## src/design/blvm_pkg.sv

```systemverilog
// Shared types and constants for the battery low-voltage monitor.
package blvm_pkg;

  localparam int unsigned SAMPLE_BITS = 12;
  localparam int unsigned MV_W        = 13;
  localparam int unsigned LIMIT_W     = 7;
  localparam int unsigned TICKS_W     = 8;
  localparam int unsigned CFG_ADDR_W  = 2;
  localparam int unsigned CFG_DATA_W  = 13;

  // Converter full scale in millivolts and its width in bits.
  localparam int unsigned VREF_MV      = 3300;
  localparam int unsigned VREF_W       = 12;
  localparam int unsigned PROD_W       = SAMPLE_BITS + VREF_W;

  // Filter gain 1/5: floor(x / 5) == (x * RECIP5) >> RECIP5_SHIFT for x < 16384.
  localparam int unsigned DIFF_W       = MV_W + 1;
  localparam int unsigned RECIP5       = 13108;
  localparam int unsigned RECIP5_W     = 15;
  localparam int unsigned RECIP5_SHIFT = 16;
  localparam int unsigned QPROD_W      = DIFF_W + RECIP5_W;

  localparam logic [MV_W-1:0]    VOLTAGE_RESET   = 13'd4000;
  localparam logic [MV_W-1:0]    LOW_THR_RESET   = 13'd3700;
  localparam logic [MV_W-1:0]    HIGH_THR_RESET  = 13'd3750;
  localparam logic [MV_W-1:0]    FLOOR_RESET     = 13'd3400;
  localparam logic [LIMIT_W-1:0] DEBOUNCE_RESET  = 7'd100;

  typedef enum logic [CFG_ADDR_W-1:0] {
    CFG_LOW_THRESHOLD  = 2'd0,
    CFG_HIGH_THRESHOLD = 2'd1,
    CFG_FLOOR          = 2'd2,
    CFG_DEBOUNCE_LIMIT = 2'd3
  } cfg_addr_t;

  typedef struct packed {
    logic [SAMPLE_BITS-1:0] adc_sample;
    logic                   in_flight;
  } in_item_t;

  typedef struct packed {
    logic [MV_W-1:0] filtered_mv;
    logic            batt_low;
  } out_item_t;

  typedef struct packed {
    logic [MV_W-1:0]    low_threshold_mv;
    logic [MV_W-1:0]    high_threshold_mv;
    logic [MV_W-1:0]    floor_mv;
    logic [LIMIT_W-1:0] debounce_limit;
  } cfg_t;

  typedef struct packed {
    logic [MV_W-1:0]    voltage_mv;
    logic [TICKS_W-1:0] low_ticks;
    logic [TICKS_W-1:0] ok_ticks;
    logic               batt_low_flag;
  } mon_state_t;

endpackage

```

## src/design/blvm_step.sv

```systemverilog
// One tick of the monitor: scaling, low-pass filter and debounced band decision.
module blvm_step import blvm_pkg::*; (
  input  in_item_t   item,
  input  cfg_t       cfg,
  input  mon_state_t cur,
  output mon_state_t nxt
);

  logic [PROD_W-1:0]      scale_prod;
  logic [MV_W-1:0]        meas_mv;
  logic signed [DIFF_W-1:0] diff;
  logic                   diff_neg;
  logic [DIFF_W-1:0]      div_in;
  logic [QPROD_W-1:0]     div_prod;
  logic [MV_W-1:0]        step_mv;
  logic [MV_W-1:0]        volt_nxt;
  logic                   in_low_band;
  logic                   in_ok_band;
  logic [TICKS_W-1:0]     low_inc;
  logic [TICKS_W-1:0]     ok_inc;
  logic [TICKS_W-1:0]     limit_ext;

  assign scale_prod = {{VREF_W{1'b0}}, item.adc_sample} * PROD_W'(VREF_MV);
  assign meas_mv    = {scale_prod[PROD_W-1 -: VREF_W], 1'b0};

  assign diff     = $signed({1'b0, meas_mv}) - $signed({1'b0, cur.voltage_mv});
  assign diff_neg = diff[DIFF_W-1];
  // A negative difference is floored by dividing its magnitude plus four.
  assign div_in   = diff_neg ? (DIFF_W'(4) - $unsigned(diff)) : $unsigned(diff);
  assign div_prod = {{RECIP5_W{1'b0}}, div_in} * QPROD_W'(RECIP5);
  assign step_mv  = div_prod[RECIP5_SHIFT +: MV_W];

  // The new voltage lies between the old one and the measurement, so no wrap occurs.
  assign volt_nxt = diff_neg ? (cur.voltage_mv - step_mv) : (cur.voltage_mv + step_mv);

  assign in_low_band = (volt_nxt < cfg.low_threshold_mv) && (volt_nxt > cfg.floor_mv);
  assign in_ok_band  = volt_nxt > cfg.high_threshold_mv;
  assign low_inc     = cur.low_ticks + TICKS_W'(1);
  assign ok_inc      = cur.ok_ticks + TICKS_W'(1);
  assign limit_ext   = {1'b0, cfg.debounce_limit};

  always_comb begin
    nxt            = cur;
    nxt.voltage_mv = volt_nxt;
    if (!item.in_flight) begin
      if (in_low_band) begin
        nxt.ok_ticks = '0;
        if (low_inc > limit_ext) begin
          nxt.low_ticks     = limit_ext;
          nxt.batt_low_flag = 1'b1;
        end else begin
          nxt.low_ticks = low_inc;
        end
      end else if (in_ok_band) begin
        nxt.low_ticks = '0;
        if (ok_inc > limit_ext) begin
          nxt.ok_ticks      = limit_ext;
          nxt.batt_low_flag = 1'b0;
        end else begin
          nxt.ok_ticks = ok_inc;
        end
      end else begin
        nxt.low_ticks = '0;
        nxt.ok_ticks  = '0;
      end
    end
  end

endmodule

```

## src/design/battery_low_voltage_monitor_unit.sv

```systemverilog
// Top level of the battery low-voltage monitor: handshake, configuration and state.
// Each transfer on the input channel is one converter tick and yields exactly one
// result transfer carrying the filtered voltage in millivolts and the low-power flag.
// A tick is captured in an input register and processed into the output register
// once that register is free or being drained; a held result keeps it staged. The
// unit sustains one tick per clock while the output is not stalled, since the single
// filter update between input and output register sets that rate. A held result
// stalls the input only while the input register is also full.
// Threshold and debounce registers are to be written by the user through the cfg_
// port only while no tick is in flight; the unit does not enforce it. Reset loads defaults.
module battery_low_voltage_monitor_unit import blvm_pkg::*; (
  input  logic                  clk,
  input  logic                  rst_n,
  input  logic                  in_valid,
  output logic                  in_stall,
  input  in_item_t              in_data,
  output logic                  out_valid,
  input  logic                  out_stall,
  output out_item_t             out_data,
  input  logic                  cfg_we,
  input  logic [CFG_ADDR_W-1:0] cfg_addr,
  input  logic [CFG_DATA_W-1:0] cfg_wdata
);

  cfg_t       cfg_r;
  mon_state_t state_r;
  mon_state_t state_nxt;
  logic       stage_valid_r;
  in_item_t   stage_data_r;
  logic       out_valid_r;
  out_item_t  out_data_r;
  logic       advance;

  // The staged tick moves on whenever the output register is free or being drained.
  assign advance   = !out_valid_r || !out_stall;
  assign in_stall  = stage_valid_r && !advance;
  assign out_valid = out_valid_r;
  assign out_data  = out_data_r;

  blvm_step u_step (
    .item (stage_data_r),
    .cfg  (cfg_r),
    .cur  (state_r),
    .nxt  (state_nxt)
  );

  always_ff @(posedge clk) begin
    if (!rst_n) begin
      cfg_r.low_threshold_mv  <= LOW_THR_RESET;
      cfg_r.high_threshold_mv <= HIGH_THR_RESET;
      cfg_r.floor_mv          <= FLOOR_RESET;
      cfg_r.debounce_limit    <= DEBOUNCE_RESET;
    end else if (cfg_we) begin
      unique case (cfg_addr_t'(cfg_addr))
        CFG_LOW_THRESHOLD:  cfg_r.low_threshold_mv  <= cfg_wdata[MV_W-1:0];
        CFG_HIGH_THRESHOLD: cfg_r.high_threshold_mv <= cfg_wdata[MV_W-1:0];
        CFG_FLOOR:          cfg_r.floor_mv          <= cfg_wdata[MV_W-1:0];
        CFG_DEBOUNCE_LIMIT: cfg_r.debounce_limit    <= cfg_wdata[LIMIT_W-1:0];
        default: ;
      endcase
    end
  end

  always_ff @(posedge clk) begin
    if (!rst_n) begin
      stage_valid_r <= 1'b0;
      out_valid_r   <= 1'b0;
      state_r.voltage_mv    <= VOLTAGE_RESET;
      state_r.low_ticks     <= '0;
      state_r.ok_ticks      <= '0;
      state_r.batt_low_flag <= 1'b0;
    end else begin
      if (advance) begin
        out_valid_r <= stage_valid_r;
        if (stage_valid_r) begin
          state_r <= state_nxt;
        end
      end
      if (!in_stall) begin
        stage_valid_r <= in_valid;
      end
    end
  end

  always_ff @(posedge clk) begin
    if (!in_stall && in_valid) begin
      stage_data_r <= in_data;
    end
    if (advance && stage_valid_r) begin
      out_data_r.filtered_mv <= state_nxt.voltage_mv;
      out_data_r.batt_low    <= state_nxt.batt_low_flag;
    end
  end

endmodule

```

## config.mk

```make
export PLATFORM = sky130hd
export DESIGN_NAME = battery_low_voltage_monitor_unit
export DESIGN_NICKNAME = d
export VERILOG_FILES = /design/src/design/blvm_pkg.sv /design/src/design/blvm_step.sv /design/src/design/battery_low_voltage_monitor_unit.sv
export SDC_FILE = /design/constraint.sdc
export NUM_CORES = 1
export LEC_CHECK = 0
export ABC_AREA = 1
export BUFFER_PORTS_ARGS = -buffer_cell sky130_fd_sc_hd__buf_2
export CELL_PAD_IN_SITES_DETAIL_PLACEMENT = 0
export CELL_PAD_IN_SITES_GLOBAL_PLACEMENT = 1
export CORE_MARGIN = 2
export CORE_UTILIZATION = 48
export CTS_CLUSTER_SIZE = 25
export DETAILED_ROUTE_END_ITERATION = 16
export GPL_TIMING_DRIVEN = 0
export PLACE_DENSITY = 0.92
export SLEW_MARGIN = 25
export SYNTH_ARGS = -nofsm -noshare
export SYNTH_HDL_FRONTEND = slang
export SYNTH_SLANG_ARGS = --single-unit
```

## constraint.sdc

```tcl
create_clock -name clk -period 14.95 [get_ports clk]
set_clock_uncertainty 0.2 [all_clocks]
set_input_delay 1.495 -clock clk [delete_from_list [all_inputs] [get_ports clk]]
set_output_delay 1.495 -clock clk [all_outputs]
set_load 0.02 [all_outputs]
```

Word-level counts from Yosys, hierarchy flattened
Index checks and enable logic that the tools add are counted.

word-level totals
  output and inout port bits = 16
  bits in registers = 105
  logic and storage cells = 57

operators by class
  $add $sub $neg = 6
  equality and inequality tests = 3
  muxes and demuxes = 10
  bitwise gates (word level) = 1
  reduce and logical (&&, ||, !) cells = 16
  magnitude comparators = 5
  multiply operators = 2

operator list
  kind                    count
  $gt 13x13->1            2
  $mul 14x12->26 const B  1
  $mux 8                  3
  $mul 12x10->22 const B  1
  $mux 17                 1
  $add 8x1->8 const B     2
  $gt 8x7->1              2
  $mux 14                 1
  $sub 13x13->14          1
  $sub 3x14->14 const A   1
  $add 13x12->13          1
  $lt 13x13->1            1
  $mux 13                 1
  $sub 13x12->13          1
  $reduce_and 2->1        5
  $eq 2x2->1 const B      2
  $logic_and 1x1->1       4
  $logic_not 1->1         4
  $mux 1                  4
  $reduce_and 3->1        1
  $eq 2x1->1 const B      1
  $logic_not 2->1         1
  $logic_or 1x1->1        1
  $not 1->1               1

Logic depth before layout (Yosys ltp)
Gate-level depths: netlist (run 1).

  depth in word-level cells = 11
  mapped depth = 81

Cells and area by module
From an unflattened synthesis (run 1), not the netlist that was laid out.

second synthesis, totals
  cells, all modules = 1,769
  area, all modules = 13,218.9 um^2

modules (own cells, without submodules)
  module                            area each (um^2)  instances  cells an instance
  blvm_step                         9,250.1           1          1,315
  battery_low_voltage_monitor_unit  3,968.8           1          454

Worst setup path after synthesis (run 1)
Ideal clock, no wire load.

  kind = reg-to-reg
  from = reg stage_data_r[7] (netlist name)
  to = reg out_data_r, in the netlist out_data[0] (data pin)
  path buffers = 2
  arrival time = 12.559 ns
  setup slack = 1.941 ns
  stages on the path, launching flop included = 71
  path through = edfxtp_1 -> ha_1 -> inv_1 -> fa_1 -> inv_1 -> fa_1 -> fa_1 -> inv_1 -> fa_1 -> inv_1 -> ha_1 -> nand4_1 -> nand3b_1 -> o211ai_1 -> nand3_1 -> nand2_1 -> a31oi_1 -> o21ai_0 -> (+35 left out) -> nand2_1 -> o21ai_0 -> a21oi_1 -> o21ai_0 -> a21oi_1 -> o21ai_0 -> xor2_1 -> ha_1 -> nand2_1 -> nor3_1 -> nand3_1 -> o2111ai_1 -> nand2_1 -> nor2_1 -> nor2_1 -> nand3_1 -> nand2_1 -> inv_1

RTL lines
  element                 RTL line                                text
  start, declared         battery_low_voltage_monitor_unit.sv:29  in_item_t stage_data_r;
  start signal, assigned  battery_low_voltage_monitor_unit.sv:87  stage_data_r <= in_data;
  end, declared           battery_low_voltage_monitor_unit.sv:31  out_item_t out_data_r;

==> results of run 1 <==
per-layer routing:
layer  share of wire (%)  wire length [um]  vias to the layer above
met5                   0                 0                        -
met4                 2.2               623                        0
met3                 3.3               938                       40
met2                  48             13500                      167
met1                  46             13000                     4732
li1                    -                 -                     5367
final cells by class:
type	count	area [um^2]	area share, %
Tap cell	335	419	3.03
Clock buffer	9	225	1.63
Timing Repair Buffer	62	345	2.49
Inverter	357	1340	9.68
Buffer	22	92.6	0.669
Multi-Input combinational cell	1140	8950	64.7
Sequential cell	105	2370	17.1
Clock inverter	7	97.6	0.705
worst paths after layout:
path	start	endpoint	slack [ps]	cells after the start
min reg2reg	state_r[8]	state_r[8]	250	2
max reg2reg	stage_data_r[8]	state_r[1]	1000	73
min	state_r[8]	state_r[8]	250	2
max	stage_data_r[8]	state_r[1]	1000	73
per-stage QoR:
| step | cell area, um^2 | utilization [%] | setup WS, ps | setup TNS, ps |
|---|---|---|---|---|
| after CTS | 13600 | 52.4 | 43.5 | 0 |
| after global routing | 13800 | 53.4 | -70.3 | -121 |
| final | 13800 | 53.4 | 997 | 0 |
| after floorplan | 12600 | - | 1940 | 0 |
| after detailed placement | 13300 | 51.1 | -315 | -2490 |
| after global placement | 13200 | 51.1 | -132 | -760 |
worst max-delay path: cells and delay by family (launching register included):
family / cells / cell delay, ps
simple gates: 24 / 2680
buf+inv: 15 / 1350
flops: 1 / 450
xor+xnor: 4 / 730
fa+ha+maj: 16 / 6550
compound gates: 14 / 1850
what timing repair did:
action	4_1_cts	5_1_grt
hold buffers	0	0
buffers inserted	0	14
endpoints found under the setup margin	11	16
gates resized for setup	2	38
pin swaps	0	13
cells by family (layout without fill, tap and decap cells):
family | Yosys count | in the layout | synth area share, %
DFF | 105 | 105 | 18.8
other | 1 | 1 | 0.0298
xor gates and xnor gates | 74 | 74 | 5.51
adders and majority gates | 318 | 318 | 36.1
buffers and inverters | 379 | 457 | 11.4
AOI/OAI and AO/OA | 263 | 263 | 12.0
and+or+nand+nor | 484 | 484 | 16.1
registers in the layout, indices dropped and copies added (netlist names):
signal         count
stage_valid_r      1
out_data          14
stage_data_r      13
state_r           30
cfg_r             46
out_valid          1
placed cells by master (no fill, tap or decap), types with 3 or more instances in the layout:
| master | n |
|---|---|
| sky130_fd_sc_hd__nand2_1 | 302 |
| sky130_fd_sc_hd__xor2_2 | 12 |
| sky130_fd_sc_hd__a21oi_1 | 115 |
| sky130_fd_sc_hd__o21ai_1 | 5 |
| sky130_fd_sc_hd__clkbuf_1 | 17 |
| sky130_fd_sc_hd__nor2_1 | 66 |
| sky130_fd_sc_hd__a21o_1 | 3 |
| sky130_fd_sc_hd__ha_1 | 239 |
| sky130_fd_sc_hd__inv_2 | 8 |
| sky130_fd_sc_hd__o211ai_1 | 32 |
| sky130_fd_sc_hd__inv_1 | 348 |
| sky130_fd_sc_hd__xor2_1 | 43 |
| sky130_fd_sc_hd__o21ai_2 | 5 |
| sky130_fd_sc_hd__nand4_1 | 17 |
| sky130_fd_sc_hd__nand3b_1 | 12 |
| sky130_fd_sc_hd__edfxtp_1 | 27 |
| sky130_fd_sc_hd__nand2_2 | 7 |
| sky130_fd_sc_hd__a21oi_2 | 7 |
| sky130_fd_sc_hd__dfxtp_1 | 78 |
| sky130_fd_sc_hd__nor2_2 | 7 |
| sky130_fd_sc_hd__nor3_1 | 6 |
| sky130_fd_sc_hd__buf_2 | 49 |
| sky130_fd_sc_hd__xnor2_1 | 17 |
| sky130_fd_sc_hd__o21bai_1 | 8 |
| sky130_fd_sc_hd__buf_4 | 15 |
| sky130_fd_sc_hd__clkbuf_16 | 9 |
| sky130_fd_sc_hd__nand3_1 | 56 |
| sky130_fd_sc_hd__o21ai_0 | 70 |
| sky130_fd_sc_hd__fa_1 | 76 |
==> results.ini, run 1 <==
[setup_path]
start_kind=register
critical-path-slowest-cell=sky130_fd_sc_hd__fa_1
cp_slowest_stage_delay_ps=550
worstPathArrival_ps=13970
critical_path_required_ps=14970
worstPathMaxFanout=10
worst-setup-path-type=register to register
worst_setup_path_end_kind=register

[clocking]
clock-sinks=105
tritoncts=yes
insertion_delay_ps=350
number_of_buffers_created_by_cts=9
h-tree-depth=3
clk_pin_slew_ps=80
cts-root-buf=sky130_fd_sc_hd__clkbuf_16
clk_path_buf_depth=2

[logic_synthesis]
synth_largest_area_cell=sky130_fd_sc_hd__ha_1
synth_fp_nets=1975
synth_area_per_cell_um2=7.75
post-synth-top-count-cell=sky130_fd_sc_hd__inv_1
ys_top_cells_by_count=350 x sky130_fd_sc_hd__inv_1, 305 x sky130_fd_sc_hd__nand2_1, 242 x sky130_fd_sc_hd__ha_1
part_of_the_yosys_area_used_for_sequential_elements_pct=18.8
synth_cell_types=49
synth_edf_count=27
number_of_instances_in_the_synthesized_netlist=1624
synth-main-ff-cell=sky130_fd_sc_hd__dfxtp_1
synth_top_area_share_pct=24.1
synthesis.yosys.warnings=0
synthArstFlopShare_pct=0
yosys_register_bits=105
synth_area_mm2=0.0126
synth_area_leaders=sky130_fd_sc_hd__ha_1 24%, sky130_fd_sc_hd__dfxtp_1 12%, sky130_fd_sc_hd__fa_1 12%

[die]
die_h_um=166
die_width_um=166
design.core.area_mm2=0.0259
fp-row-count=59
dieArea_mm2=0.0275
floorplan.io_pins=49
initial_core_util_pct=48.6

[final_layout]
finalNonFillerCells=2037
fillerInstances=2473
antennaDiodeCount=0
final_nets=2048
drive_gt1_share_pct=8.58
area_growth_syn_to_layout_pct=10.0

[detailed_routing]
routed_wirelength_um=28100
detail_route.drc_violations=0
routedWlPerCell_um=13.8
detailedRoute.firstIterationViolations=362
antenna_violating_nets_post_route=0
vias=10306
via_per_inst=5.06
drt-pass1-iter-count=5

[timing]
hold_ws_ps=252
max_freq_mhz=71.7
final-hold-violation-count=0
final.period_utilization_pct=93.3
number_of_setup_violations_in_the_final_report=0
finalCriticalPeriod_ps=13950
relSlewSlack_pct=33.4
slew_viol_final=0
worst_pin_slew_ps=992

[global_route]
initial_antenna_violation_count=0
first_global_vias=10246
gr_layer_usage_met1_pct=27.1
grt_first_pass_wirelength_um=47600
grt.met2_usage_pct=36.4
gr-total-overflow=0
grt.total_usage_pct=20.7
pin_count_of_the_biggest_net_entering_global_routing=24
gr-usage-met3_pct=1.72
grt.busiest_layer=met2

[placed_design]
hpwl_um=23900
numPlacedInstances=2007
place.gp.congestion=0.897
portBuffers=48

[run_status]
status=complete, no violations

[job]
max-cap-violations=0

[worst_hold_path]
worst_hold_path_type=register to register

Power of run 1 is not shown: default switching activity piles up to over one toggle a cycle in this logic, so the estimate is an artifact.
==> inputs of run 2 (changes only) <==
--- a/config.mk
+++ b/config.mk
@@ -10,11 +10,12 @@
 export CELL_PAD_IN_SITES_DETAIL_PLACEMENT = 0
 export CELL_PAD_IN_SITES_GLOBAL_PLACEMENT = 1
 export CORE_MARGIN = 2
-export CORE_UTILIZATION = 48
+export CORE_UTILIZATION = 44
 export CTS_CLUSTER_SIZE = 25
 export DETAILED_ROUTE_END_ITERATION = 16
 export GPL_TIMING_DRIVEN = 0
-export PLACE_DENSITY = 0.92
+export PLACE_DENSITY = 0.89
+export SKIP_CTS_REPAIR_TIMING = 1
 export SLEW_MARGIN = 25
 export SYNTH_ARGS = -nofsm -noshare
 export SYNTH_HDL_FRONTEND = slang
==> constraint.sdc (replaced) <==
create_clock -name clk -period 11.9 [get_ports clk]
set_clock_uncertainty 0.2 [all_clocks]
set_input_delay 1.19 -clock clk [delete_from_list [all_inputs] [get_ports clk]]
set_output_delay 1.19 -clock clk [all_outputs]
set_load 0.02 [all_outputs]
==> run 2 against run 1 <==
  * Flip-flop and latch count unchanged
  * Wire length up 12%
  * Global-route usage down 1.1 points
  * Die area up 8.9%
  * The run now ends with setup timing left
  * Hold slack better by 9.0 ps
  * Via count up 4.0%
  * Utilization up 1.5 points
  * First-iteration DRC count up 38%
  * Final area up 11%
==> results.ini, run 2 (synthesis gave the netlist of run 1 again) <==
[global_route]
first_global_vias=10143  ; was 10,246
grt_first_pass_wirelength_um=48700  ; was 47,600 um
grt.total_usage_pct=19.6  ; was 20.7%
initial_antenna_violation_count=0  ; unchanged
gr-total-overflow=0  ; unchanged
pin_count_of_the_biggest_net_entering_global_routing=24  ; unchanged

[detailed_routing]
routedWlPerCell_um=14.7  ; was 13.8 um
antenna_violating_nets_post_route=0  ; unchanged
vias=10714  ; was 10,306
detailedRoute.firstIterationViolations=500  ; was 362
drt-pass1-iter-count=7  ; was 5
via_per_inst=5.01  ; was 5.06
detail_route.drc_violations=0  ; unchanged
routed_wirelength_um=31400  ; was 28,100 um

[final_layout]
largest_register_ffs=46  ; unchanged
area_growth_syn_to_layout_pct=22.3  ; was 10.0%
registers.top_by_ff_count=cfg_r  ; unchanged
mostFrequentLayoutCell=sky130_fd_sc_hd__inv_1  ; unchanged
mostFrequentLayoutCells=323 x sky130_fd_sc_hd__inv_1, 274 x sky130_fd_sc_hd__nand2_1, 207 x sky130_fd_sc_hd__ha_1  ; was 348 x sky130_fd_sc_hd__inv_1, 302 x sky130_fd_sc_hd__nand2_1, 239 x sky130_fd_sc_hd__ha_1
antennaDiodeCount=0  ; unchanged
drive_gt1_share_pct=20.3  ; was 8.58%
final_nets=2107  ; was 2,048
final_cell_area_mm2=0.0154  ; was 0.0138 mm^2

[die]
die_width_um=173  ; was 166 um
fp-row-count=61  ; was 59
floorplan.io_pins=49  ; unchanged
dieArea_mm2=0.0300  ; was 0.0275 mm^2
design.core.area_mm2=0.0280  ; was 0.0259 mm^2
die_h_um=173  ; was 166 um
initial_core_util_pct=44.9  ; was 48.6%

[setup_path]
setup.reg_to_reg.worst_slack_ps=-1330  ; was 1000 ps
start_kind=register  ; unchanged
cp_slowest_stage_delay_ps=530  ; was 550 ps
critical_path_required_ps=11910  ; was 14,970 ps
worstPathArrival_ps=13240  ; was 13,970 ps
family_of_cells_with_the_greatest_summed_delay_on_the_critical_path=adder cells  ; unchanged
worst_setup_path_end_kind=register  ; unchanged
critical-path-slowest-cell=sky130_fd_sc_hd__fa_1  ; unchanged
worstPathBufferInverterCount=16  ; was 15
worstPathMaxFanout=7  ; was 10
crit_path_frequent_cell=sky130_fd_sc_hd__inv_2
worst-setup-path-type=register to register  ; unchanged

[timing]
number_of_setup_violations_in_the_final_report=20  ; was 0
final-hold-violation-count=0  ; unchanged
final.period_utilization_pct=111  ; was 93.3%
final_critical_path_setup_slack_ps=-1330  ; was 997 ps
unrepaired_setup_endpoints_after_global_routing=yes
worst_pin_slew_ps=1020  ; was 992 ps
finalCriticalPeriod_ps=13230  ; was 13,950 ps
relSlewSlack_pct=31.6  ; was 33.4%
max_freq_mhz=75.6  ; was 71.7 MHz
slew_viol_final=0  ; unchanged

[worst_hold_path]
worst_hold_path_type=register to register  ; unchanged

[clocking]
insertion_delay_ps=350  ; about the same
cts-root-buf=sky130_fd_sc_hd__clkbuf_16  ; unchanged
clock-sinks=105  ; unchanged
tritoncts=yes  ; unchanged
number_of_buffers_created_by_cts=9  ; unchanged
clk_pin_slew_ps=80  ; about the same
clk_path_buf_depth=2  ; unchanged
h-tree-depth=3  ; unchanged

[run_status]
status=complete, but fails checks  ; was complete, no violations
failed_checks=setup timing

[job]
max-cap-violations=0  ; unchanged

[placed_design]
hpwl_um=24400  ; was 23,900 um
place.gp.congestion=0.867  ; was 0.897
portBuffers=48  ; unchanged
post_dp_cell_area_mm2=0.0136  ; was 0.0133 mm^2

## run 2: cell count changes in the layout (fill, tap and decap cells not counted), moves of 25 or more
cell | before | now
sky130_fd_sc_hd__nand2_1 | 302 | 274
sky130_fd_sc_hd__ha_4 | 2 | 32
sky130_fd_sc_hd__buf_4 | 15 | 67
sky130_fd_sc_hd__ha_1 | 239 | 207
sky130_fd_sc_hd__inv_1 | 348 | 323
## run 2: worst paths after layout
check | endpoint | cells past startpoint | startpoint
worst min-delay path | state_r[8] | 2 | state_r[8]
worst min register to register | state_r[8] | 2 | state_r[8]
worst max-delay path | state_r[3] | 70 | stage_data_r[8]
worst max register to register | state_r[3] | 70 | stage_data_r[8]
## run 2: worst min-delay path, cell delays in order, from the launching register on
cell and delay [ps]:
sky130_fd_sc_hd__dfxtp_1 330, sky130_fd_sc_hd__nand2_1 60, sky130_fd_sc_hd__nor2_1 40
## run 2: layer usage
layer	vias up	track usage [%]	wire length, um	share of wire [%]
li1	5477	-	-	-
met4	0	4.66	624	2.0
met3	33	1.30	621	2.0
met5	-	0	0	0
met1	5073	26.2	14400	46
met2	131	34.6	15700	50
## run 2: final cells by class
class / instances / area, um^2
fillers: 2598 / 12600
multi-input cells: 1140 / 9970
flip-flops and latches: 105 / 2370
inverters: 357 / 1350
repair buffers: 121 / 832
well taps: 378 / 473
clock buffers: 10 / 229
plain buffers: 22 / 119
clock inverters: 6 / 55.1
## run 2: stage by stage
stage	setup TNS [ps]	std cells	setup slack [ps]	utilization, %	hold slack (ps)
2_1_floorplan	-3090	1624	-337	-	227
4_1_cts	-35920	2066	-2030	49.6	256
5_1_grt	-37780	2139	-2010	55.0	274
3_5_place_dp	-33930	2050	-1970	48.6	243
6_report	-20640	2139	-1330	55.0	261
3_3_place_gp	-34560	2050	-2080	48.6	241
Power of run 2 is left out for the same reason.
